`src/design/slmp_pkg.sv`:
```
// Shared constants, types and command/status structs for the sparse linear predictor.
`timescale 1ns / 1ps

package slmp_pkg;

  // Sizing
  localparam int MAX_FEATURES = 4096;
  localparam int MAX_GROUPS   = 8;
  localparam int FRAC_BITS    = 16;

  localparam int DATA_W   = 32;
  localparam int ACC_W    = 48;
  localparam int PROD_W   = 2 * DATA_W;
  localparam int PRED_W   = ACC_W + 2;
  localparam int FEAT_W   = $clog2(MAX_FEATURES);
  localparam int GRP_W    = $clog2(MAX_GROUPS);
  localparam int ADDR_W   = FEAT_W + GRP_W;
  localparam int FIDX_W   = 24;
  localparam int GSEL_W   = 3;
  localparam int FCNT_W   = 13;
  localparam int GCNT_W   = 4;
  localparam int CFG_IDX_W = 2;
  localparam int CNT_W    = GRP_W + 1;

  // Multiply-accumulate sequence: reads issued, then two pipeline stages drain
  localparam int MAC_DRAIN = 2;
  localparam logic [CNT_W-1:0] MAC_LAST_CNT = CNT_W'(MAX_GROUPS + MAC_DRAIN - 1);

  // Reset values of the configuration registers
  localparam logic [FCNT_W-1:0] FEATURE_COUNT_RST = FCNT_W'(4096);
  localparam logic [GCNT_W-1:0] GROUP_COUNT_RST   = GCNT_W'(1);

  // Input operation codes
  typedef enum logic [2:0] {
    OP_LOAD_WEIGHT = 3'd0,
    OP_LOAD_BIAS   = 3'd1,
    OP_SET_MARGIN  = 3'd2,
    OP_FEATURE     = 3'd3,
    OP_END_ROW     = 3'd4
  } op_t;

  // Configuration register indexes
  typedef enum logic [CFG_IDX_W-1:0] {
    CFG_FEATURE_COUNT  = 2'd0,
    CFG_GROUP_COUNT    = 2'd1,
    CFG_DEFAULT_MARGIN = 2'd2
  } cfg_idx_t;

  // Commands from controller to datapath
  typedef struct packed {
    logic             load_weight;
    logic             load_bias;
    logic             set_margin;
    logic             latch_entry;
    logic             mac_issue;
    logic [GRP_W-1:0] mac_k;
    logic             emit;
    logic [GRP_W-1:0] emit_k;
    logic             emit_last;
    logic             clear_row;
  } slmp_cmd_t;

  // Status from datapath to controller
  typedef struct packed {
    logic             out_free;
    logic             entry_hit;
    logic [GRP_W-1:0] last_k;
  } slmp_status_t;

endpackage

```
`src/design/slmp_ctrl.sv`:
```
// Controller: sequences accepts, per-group multiply-accumulate and result emission.
`timescale 1ns / 1ps

module slmp_ctrl (
  input  logic                  clk,
  input  logic                  rst,
  input  logic                  in_valid,
  output logic                  in_stall,
  input  logic [2:0]            op,
  input  slmp_pkg::slmp_status_t status,
  output slmp_pkg::slmp_cmd_t    cmd
);
  import slmp_pkg::*;

  typedef enum logic [1:0] {
    ST_IDLE,
    ST_MAC,
    ST_EMIT
  } state_t;

  state_t           state;
  logic [CNT_W-1:0] cnt;
  logic             accept;
  op_t              op_dec;

  assign in_stall = (state != ST_IDLE);
  assign accept   = in_valid && (state == ST_IDLE);
  assign op_dec   = op_t'(op);

  // Command decode
  always_comb begin
    cmd = '0;
    if (accept) begin
      case (op_dec)
        OP_LOAD_WEIGHT: cmd.load_weight = 1'b1;
        OP_LOAD_BIAS:   cmd.load_bias   = 1'b1;
        OP_SET_MARGIN:  cmd.set_margin  = 1'b1;
        OP_FEATURE:     cmd.latch_entry = 1'b1;
        default:        ;
      endcase
    end
    cmd.mac_issue = (state == ST_MAC) && (cnt < CNT_W'(MAX_GROUPS));
    cmd.mac_k     = cnt[GRP_W-1:0];
    cmd.emit      = (state == ST_EMIT) && status.out_free;
    cmd.emit_k    = cnt[GRP_W-1:0];
    cmd.emit_last = (cnt[GRP_W-1:0] == status.last_k);
    cmd.clear_row = cmd.emit && cmd.emit_last;
  end

  // State and counter
  always_ff @(posedge clk) begin
    if (rst) begin
      state <= ST_IDLE;
      cnt   <= '0;
    end else begin
      case (state)
        ST_IDLE: begin
          cnt <= '0;
          if (accept) begin
            if (op_dec == OP_FEATURE && status.entry_hit) begin
              state <= ST_MAC;
            end else if (op_dec == OP_END_ROW) begin
              state <= ST_EMIT;
            end
          end
        end
        ST_MAC: begin
          if (cnt == MAC_LAST_CNT) begin
            state <= ST_IDLE;
            cnt   <= '0;
          end else begin
            cnt <= cnt + CNT_W'(1);
          end
        end
        ST_EMIT: begin
          if (cmd.emit) begin
            if (cmd.emit_last) begin
              state <= ST_IDLE;
              cnt   <= '0;
            end else begin
              cnt <= cnt + CNT_W'(1);
            end
          end
        end
        default: begin
          state <= ST_IDLE;
          cnt   <= '0;
        end
      endcase
    end
  end

endmodule

```
`config.mk`:
```
export PLATFORM = sky130hd
export DESIGN_NAME = slmp_ctrl
export DESIGN_NICKNAME = d
export VERILOG_FILES = /design/src/design/slmp_pkg.sv /design/src/design/slmp_ctrl.sv
export SDC_FILE = /design/constraint.sdc
export NUM_CORES = 1
export LEC_CHECK = 0
export ABC_AREA = 1
export BUFFER_PORTS_ARGS = -buffer_cell sky130_fd_sc_hd__buf_4
export CORE_MARGIN = 2
export CORE_UTILIZATION = 40
export DETAILED_ROUTE_END_ITERATION = 16
export PLACE_DENSITY = 0.78
export RECOVER_POWER = 25
export SYNTH_ARGS = -nofsm -noshare
export SYNTH_HDL_FRONTEND = slang
export SYNTH_SLANG_ARGS = --single-unit
```
`constraint.sdc`:
```
create_clock -name clk -period 1.16 [get_ports clk]
set_input_delay 0.348 -clock clk [delete_from_list [all_inputs] [get_ports clk]]
set_output_delay 0.348 -clock clk [all_outputs]
set_load 0.05 [all_outputs]
```
==> run metrics, run 1 <==
post-synthesis cell type with the largest combined area sky130_fd_sc_hd__dfxtp_1; routability congestion estimate around 0.76; maximum count of clock buffers along a single path 2; Tool Error [ERROR DPL-0033] detailed placement checks failed during check placement.; IO Pins 26; Synthesized Nets 103; stopping stage clock tree synthesis; area share of the leading cell type in the synthesized netlist 0.2138; Cell Rows 13; top area cells in the synthesized netlist sky130_fd_sc_hd__dfxtp_1 (21%), sky130_fd_sc_hd__nand2_1 (12%), sky130_fd_sc_hd__ha_1 (11%); count of H-tree levels built during CTS 1; DP HPWL 1.246 mm; synthesized cell area 561.8 um2; total of warnings raised by yosys 0; number of buffers added by the clock tree synthesis step 3; number of sinks handled by clock tree synthesis 6; cell count after synthesis slightly below 90; number of post-CTS setup repair buffers 11; number of different library cells in the post-synthesis netlist 19; status did not finish; share of the yosys chip area belonging to registers 0.2138; Port Buffer Count 25; register bit total from synthesis 6; initial standard-cell utilization of the core 0.4317; number of buffers inserted by hold repair at cts 0; y dimension of the die roughly 41 um; Root Driver sky130_fd_sc_hd__clkbuf_4; post-CTS sizing 55; syn_area_per_cell 6.457 um2; horizontal extent of the die between 40 and 50 um
stage by stage:
step | area [um2] | cells | utilization | worst slack (ns)
detailed placement | 984.7 | 137 | 0.7567 | -0.3098
global placement | 984.7 | 137 | 0.7567 | -0.2791
floorplan | 690.7 | 87 | - | -0.4860
logic make-up after synthesis:
| kind of cell | count (synthesis) | share of synthesized area |
|---|---|---|
| flip-flops | 6 | 0.2138 |
| adder cells (fa/ha/maj) | 5 | 0.1114 |
| AND/OR/NAND/NOR | 45 | 0.3898 |
| AO/OA/AOI/OAI | 5 | 0.04454 |
| buffers and inverters | 23 | 0.1938 |
| XOR/XNOR | 3 | 0.04678 |
cells in the mapped netlist:
master                    number
sky130_fd_sc_hd__nand3_1       4
sky130_fd_sc_hd__nor2_1        9
sky130_fd_sc_hd__nand2_1      18
sky130_fd_sc_hd__nand3_2       1
sky130_fd_sc_hd__dfxtp_1       6
sky130_fd_sc_hd__ha_1          5
sky130_fd_sc_hd__nand2_2       6
sky130_fd_sc_hd__xnor2_1       1
sky130_fd_sc_hd__buf_4         6
sky130_fd_sc_hd__xor2_1        2
sky130_fd_sc_hd__o21ai_1       1
sky130_fd_sc_hd__inv_2         3
sky130_fd_sc_hd__o21ai_0       2
sky130_fd_sc_hd__nand4_1       1
sky130_fd_sc_hd__nand4_2       1
sky130_fd_sc_hd__inv_1        14
sky130_fd_sc_hd__nor2_2        1
sky130_fd_sc_hd__nor4_1        4
sky130_fd_sc_hd__a21oi_1       2
==> inputs of run 2 (changes only) <==
--- a/config.mk
+++ b/config.mk
@@ -7,10 +7,10 @@
 export LEC_CHECK = 0
 export ABC_AREA = 1
 export BUFFER_PORTS_ARGS = -buffer_cell sky130_fd_sc_hd__buf_4
-export CORE_MARGIN = 2
-export CORE_UTILIZATION = 40
+export CORE_AREA = 2 2 63 65
 export DETAILED_ROUTE_END_ITERATION = 16
-export PLACE_DENSITY = 0.78
+export DIE_AREA = 0 0 65 67
+export PLACE_DENSITY_LB_ADDON = 0.15
 export RECOVER_POWER = 25
 export SYNTH_ARGS = -nofsm -noshare
 export SYNTH_HDL_FRONTEND = slang
==> constraint.sdc (replaced) <==
create_clock -name clk -period 1.5 [get_ports clk]
set_input_delay 0.45 -clock clk [delete_from_list [all_inputs] [get_ports clk]]
set_output_delay 0.45 -clock clk [all_outputs]
set_load 0.05 [all_outputs]
==> run metrics, run 2 <==
Adder-Cell Fraction of Synth Area 0.1114 (unchanged); maximum number of pins on one net before global-route repair 7; maximum count of clock buffers along a single path 2 (unchanged); worst slack after detailed placement -0.1247 ns (was -0.3098 ns); headroom to the max-slew limit 0.8157; post-synthesis async set-or-reset flop share 0 (unchanged); share of the yosys chip area belonging to registers 0.2138 (unchanged); count of antenna diodes in the layout 0; worst min path class input pin to register; EDFF count, synth 0 (unchanged); y dimension of the die 67 um (was 41.48 um); synthesized cell area 561.8 um2 (unchanged); logic gate share of total power 0.699; element type at the critical path end output pin; number of flip-flops in the largest register 4; DP HPWL 1.251 mm (was 1.246 mm); clock latency of the later-clocked register in the worst-skew pair 0.22 ns; number of nets in the final layout 148; global-route total usage across every layer 0.07555; Pint ~850 uW; critical path startpoint state[0]$_SDFFE_PP0P_; Post-Route Hold Slack 0.4968 ns; slowest library cell on the worst path sky130_fd_sc_hd__dfxtp_2; reported net switching power 635.0 uW; worst min-delay path startpoint rst; Die Footprint about 4400 um2; Port Buffer Count 25 (unchanged); critical path required time 1.05 ns; Clk pwr share 0.161; number of sinks handled by clock tree synthesis 6 (unchanged); peak clock frequency supported by timing between 500 and 600 MHz; area share of the leading cell type in the synthesized netlist 0.2138 (unchanged); Total Wirelength 1.552 mm; CTS clk-pin slew, worst paths 0.04 ns; post-route worst setup slack -0.2591 ns; CTS tree built; Area growth, synth to finish 116.9%; vias post-DR approximately 640; fraction of power spent switching nets 0.4284; Critical R2R Launch state[0]$_SDFFE_PP0P_; power density cells 1216 nW/um2; number of global-route vias before repair 587; RSZ-0062 raised after global routing yes; post-synthesis cell type with the largest combined area sky130_fd_sc_hd__dfxtp_1 (unchanged); fin crit share 1.173; maxcap violations 0; critical path, cell by cell inv_4 > ha_4 > nand2_4 > nor4_4 > buf_6; violations in the final reports negative setup slack; routability congestion estimate 0.7404 (was 0.7637); Root Driver sky130_fd_sc_hd__clkbuf_8 (was sky130_fd_sc_hd__clkbuf_4); layout filler cell count 393; top area cells in the synthesized netlist sky130_fd_sc_hd__dfxtp_1 (21%), sky130_fd_sc_hd__nand2_1 (12%), sky130_fd_sc_hd__ha_1 (11%) (unchanged); dominant combinational cell family by area after synthesis simple AND/OR/NAND/NOR gates (unchanged); combined area of the multi-input logic cells 498.0 um2; number of buffers inserted by hold repair at cts 0 (unchanged); final non-filler cell area roughly 1200 um2; kind of critical path register to output pin; predominant post-synthesis flop cell sky130_fd_sc_hd__dfxtp_1 (unchanged); top register by number of flip-flops cnt; minimum clock period 1.759 ns; fraction of the mapped netlist area in compound gates 0.04454 (unchanged); total of warnings raised by yosys 0 (unchanged); total core area roughly 3600 um2; syn_area_per_cell 6.457 um2 (unchanged); Critical Path Fanout Max 3; Hold Violations, Final 0; remaining antenna violation count 0; Synthesized Nets 103 (unchanged); crit path DAT 1.31 ns; antenna violations before repair 0; number of buffers added by the clock tree synthesis step 3 (unchanged); Static Leakage 0.0005924 uW; DRC violation count after routing 0; count of H-tree levels built during CTS 1 (unchanged); most frequent cell after synthesis sky130_fd_sc_hd__nand2_1 (unchanged); proportion of layout cells with a drive suffix above 1 0.6923; register bit total from synthesis 6 (unchanged); Slew @ Worst Pin 0.2776 ns; Slowest Stage Delay on Critical Path 0.32 ns; total of endpoints with negative setup slack in the final report 8; status finished, violations left (was did not finish); Cell Rows 22 (was 13); commonest cells in the synthesized netlist sky130_fd_sc_hd__nand2_1 (18), sky130_fd_sc_hd__inv_1 (14), sky130_fd_sc_hd__nor2_1 (9) (unchanged); Worst VDD drop 0.5158 mV; final max-slew violation count 0; initial detailed-routing violation count 7; Largest regs cnt (4), state (2); horizontal extent of the die 65 um (was 41.48 um); GRT overflow 0; most frequent standard cell in the layout excluding fill and tap cells sky130_fd_sc_hd__buf_4; most used cells in the layout excluding fill and tap cells sky130_fd_sc_hd__buf_4 (29), sky130_fd_sc_hd__nand2_1 (11), sky130_fd_sc_hd__buf_6 (11); portion of netlist area occupied by mux cells 0 (unchanged); kind of start point of the critical path register; average wire length per cell after detail routing between 8 and 9 um; vias per std cell 3.612; initial standard-cell utilization of the core 0.1558 (was 0.4317); xor and xnor fraction of the mapped netlist area 0.04677 (unchanged); Reg power frac 0.140; flip-flop and latch area 131.4 um2; number of different library cells in the post-synthesis netlist 19 (unchanged); Cell Area, Placed 949.7 um2 (was 984.7 um2); IO Pins 26 (unchanged); worst clock skew ~0.0015 ns; first-pass GRT wire length 2.477 mm; cell count after synthesis 87 (unchanged); area fraction in and, or, nand and nor cells after synthesis 0.3898 (unchanged); 1st-pass router iterations 4
==> run 2: layout make-up <==
class	count	share of cell area
Clock buffer	3	0.03388
Inverter	17	0.05852
Multi-Input combinational cell	58	0.4086
Sequential cell	6	0.1078
Tap cell	48	0.04928
Timing Repair Buffer	46	0.3419
==> run 2: power groups by stage <==
stage / sequential, uW / clock, uW / combinational (uW)
floorplan: 204 / 0 / 527
global placement: 204 / 0 / 778
detailed placement: 204 / 0 / 776
CTS: 206 / 249 / 888
global route: 212 / 262 / 1110
finish: 208 / 238 / 1040
==> run 2: cell families (layout without fill, tap and decap cells) <==
group | count (synthesis) | after routing
XOR/XNOR | 3 | 3
AND/OR/NAND/NOR | 45 | 45
adder cells (fa/ha/maj) | 5 | 5
AO/OA/AOI/OAI | 5 | 5
flip-flops | 6 | 6
buffers and inverters | 23 | 66
==> run 2: metrics by stage <==
stage                     power (uW)  setup TNS (ns)  utilization  std cells
after global routing            1582          -1.994       0.3380        178
after CTS                       1343          -1.407       0.3008        173
after detailed placement       980.2         -0.6301       0.2634        165
final                           1482          -1.392       0.3380        178
after global placement         982.3         -0.5172       0.2634        165
after floorplan                731.9         -0.6748            -         87
==> run 2: worst max-delay path: cells and delay by family (launching register included) <==
family	cells	cell delay, ns
buffers and inverters	2	0.26
AND/OR/NAND/NOR	2	0.36
adder cells (fa/ha/maj)	1	0.15
flip-flops	1	0.32
==> run 2: worst paths after layout <==
check | end | slack (ns) | cells after the start
worst max-delay path | cmd[10] | -0.26 | 5
worst min-delay path | cnt[2]$_SDFFE_PP0N_ | 0.50 | 4
worst max register to register | state[1]$_SDFFE_PP0P_ | 0.06 | 12
worst min register to register | state[0]$_SDFFE_PP0P_ | 0.56 | 4
==> run 2: per-layer routing <==
layer	part of all wire	vias up	GRT usage
met5	0	-	0
met2	0.51	11	0.1173
met3	0.039	2	0.03041
li1	-	350	-
met4	0.0045	0	0.02394
met1	0.45	280	0.09495
==> run 2: repair_timing <==
action / 4_1_cts / 5_1_grt
setup endpoints to repair: 9 / 11
cloned: 0 / 0
resized for setup: 20 / 26
pin swaps: 4 / 12
buffers inserted: 5 / 5
Note: power is estimated with default switching activity, not from simulation.
==> inputs of run 3 (changes only) <==
--- a/config.mk
+++ b/config.mk
@@ -8,6 +8,7 @@
 export ABC_AREA = 1
 export BUFFER_PORTS_ARGS = -buffer_cell sky130_fd_sc_hd__buf_4
 export CORE_AREA = 2 2 63 65
+export CTS_BUF_LIST = sky130_fd_sc_hd__clkbuf_4
 export DETAILED_ROUTE_END_ITERATION = 16
 export DIE_AREA = 0 0 65 67
 export PLACE_DENSITY_LB_ADDON = 0.15
==> run metrics, run 3 (synthesis results as in run 2) <==
Tot Pwr 1467 uW (was 1482 uW); sum of buffers and inverters on the critical path 3 (was 2); number of buffers added by the clock tree synthesis step 3 (unchanged); DRC violation count after routing 0 (unchanged); global-route total usage across every layer 0.08197 (was 0.07555); number of global-route vias before repair 616 (was 587); initial standard-cell utilization of the core 0.1558 (unchanged); antenna violations before repair 0 (unchanged); IO Pins 26 (unchanged); vias post-DR 675 (was 643); Die Footprint 4355 um2 (unchanged); fin crit share 1.184 (was 1.173); Critical Path Fanout Max 3 (unchanged); final non-filler cell area 1242 um2 (was 1219 um2); Post-Route Utilization 0.3446 (was 0.3380); final max-slew violation count 0 (unchanged); Slew @ Worst Pin 0.2474 ns (was 0.2776 ns); Hold Violations, Final 0 (unchanged); total core area 3606 um2 (unchanged); count of H-tree levels built during CTS 1 (unchanged); Area growth, synth to finish 121.2% (was 116.9%); Cell Rows 22 (unchanged); cell count after placement 165 (unchanged); Slowest Stage Delay on Critical Path 0.33 ns (was 0.32 ns); count of antenna diodes in the layout 0 (unchanged); y dimension of the die 67 um (unchanged); Cell Area, Placed 949.7 um2 (unchanged); 1st-pass router iterations 4 (unchanged); GRT overflow 0 (unchanged); layout filler cell count 397 (was 393); Port Buffer Count 25 (unchanged); routability congestion estimate 0.7404 (unchanged); top register by number of flip-flops cnt (unchanged); slowest library cell on the worst path sky130_fd_sc_hd__dfxtp_2 (unchanged); proportion of layout cells with a drive suffix above 1 0.6917 (was 0.6923); power density cells 1181 nW/um2 (was 1216 nW/um2); post-route worst setup slack -0.2763 ns (was -0.2591 ns); maximum number of pins on one net before global-route repair 7 (unchanged); crit path DAT 1.33 ns (was 1.31 ns); RSZ-0062 raised after global routing yes (unchanged); number of sinks handled by clock tree synthesis 6 (unchanged); number of nets in the final layout 151 (was 148); vias per std cell 3.729 (was 3.612); horizontal extent of the die 65 um (unchanged); minimum clock period 1.776 ns (was 1.759 ns); clock latency of the later-clocked register in the worst-skew pair 0.24 ns (was 0.22 ns); combined area of the multi-input logic cells 506.7 um2 (was 498.0 um2); number of flip-flops in the largest register 4 (unchanged); violations in the final reports negative setup slack (unchanged); Root Driver sky130_fd_sc_hd__clkbuf_4 (was sky130_fd_sc_hd__clkbuf_8); peak clock frequency supported by timing 563.0 MHz (was 568.5 MHz); Total Wirelength 1.635 mm (was 1.552 mm); final std cells w/o fill 181 (was 178); kind of critical path register to output pin (unchanged); first-pass GRT wire length 2.649 mm (was 2.477 mm); initial detailed-routing violation count 12 (was 7); worst min path class input pin to register (unchanged); Worst VDD drop 0.4260 mV (was 0.5158 mV); DP HPWL 1.251 mm (unchanged); status finished, violations left (unchanged); Static Leakage 0.0006025 uW (was 0.0005924 uW); element type at the critical path end output pin (unchanged); crit-path leading delay family buffers and inverters (was simple AND/OR/NAND/NOR gates); remaining antenna violation count 0 (unchanged); worst clock skew 0.002243 ns (was 0.001477 ns); CTS tree built (unchanged); total of endpoints with negative setup slack in the final report 9 (was 8); average wire length per cell after detail routing 9.033 um (was 8.719 um); CTS clk-pin slew, worst paths 0.05 ns (was 0.04 ns); critical path, cell by cell inv_4 > ha_4 > nand2_4 > buf_12 > nor4_4 > buf_6 (was inv_4 > ha_4 > nand2_4 > nor4_4 > buf_6); Largest regs cnt (4), state (2) (unchanged); flip-flop and latch area 128.9 um2 (was 131.4 um2); maximum count of clock buffers along a single path 2 (unchanged); maxcap violations 0 (unchanged); kind of start point of the critical path register (unchanged); headroom to the max-slew limit 0.8362 (was 0.8157); most frequent standard cell in the layout excluding fill and tap cells sky130_fd_sc_hd__buf_4 (unchanged); critical path required time 1.05 ns (about the same); most used cells in the layout excluding fill and tap cells sky130_fd_sc_hd__buf_4 (30), sky130_fd_sc_hd__buf_6 (14), sky130_fd_sc_hd__nand2_1 (12) (was sky130_fd_sc_hd__buf_4 (29), sky130_fd_sc_hd__nand2_1 (11), sky130_fd_sc_hd__buf_6 (11))
[run 3: cell types whose count changed in the layout (fill, tap and decap cells not counted), sizes merged]
cell    change
clkbuf      -2
buf         +5
[run 3: worst paths after layout]
path                                       startpoint                     to  slack (ns)  cells past startpoint
worst min-delay path                              rst    cnt[2]$_SDFFE_PP0N_        0.47                      4
worst max register to register  state[0]$_SDFFE_PP0P_  state[0]$_SDFFE_PP0P_        0.03                     11
worst min register to register    cnt[3]$_SDFFE_PP0N_    cnt[3]$_SDFFE_PP0N_        0.59                      2
worst max-delay path            state[0]$_SDFFE_PP0P_                cmd[12]       -0.28                      6
[run 3: what timing repair did]
item,4_1_cts,5_1_grt
hold buffers,0,0
buffers inserted,7,6
cloned,0,0
pin swaps,8,9
endpoints found under the setup margin,9,15
gates resized for setup,28,23
[run 3: routing by layer]
metal	up-vias	GRT usage	part of all wire
li1	362	-	-
met1	298	0.09899	0.45
met2	13	0.1276	0.50
met3	2	0.03041	0.047
met4	0	0.03989	0.0061
met5	-	0	0
[run 3: area by class of cell]
cell class / count / share of cell area
multi-input combinational: 58 / 0.4079
timing repair buffer: 49 / 0.3646
sequential: 6 / 0.1037
inverter: 17 / 0.05740
tap: 48 / 0.04834
clock buffer: 3 / 0.01813
[run 3: metrics by stage]
step	hold WS (ns)	setup slack [ns]	TNS, ns
6_report	0.4710	-0.2763	-1.575
5_1_grt	0.4670	-0.3494	-2.372
4_1_cts	0.4631	-0.2821	-1.481
3_5_place_dp	0.5793	-0.1247	-0.6301
3_3_place_gp	0.5696	-0.1084	-0.5172
2_1_floorplan	0.5362	-0.2480	-0.6748
[run 3: tightest hold or removal path, stage by stage]
cell and delay (ns):
sky130_fd_sc_hd__buf_4 0.10, sky130_fd_sc_hd__a21oi_2 0.03, sky130_fd_sc_hd__o21ai_1 0.06, sky130_fd_sc_hd__a21oi_1 0.04
[run 3: where the power goes]
| group | switching, uW | total (uW) | leakage, uW | internal, uW |
|---|---|---|---|---|
| clock network | 58.8 | 149 | 0.0000138 | 90.5 |
| registers | 19.1 | 206 | 0.0000513 | 186 |
| logic | 581 | 1110 | 0.000537 | 531 |
| total | 659 | 1470 | 0.000602 | 808 |
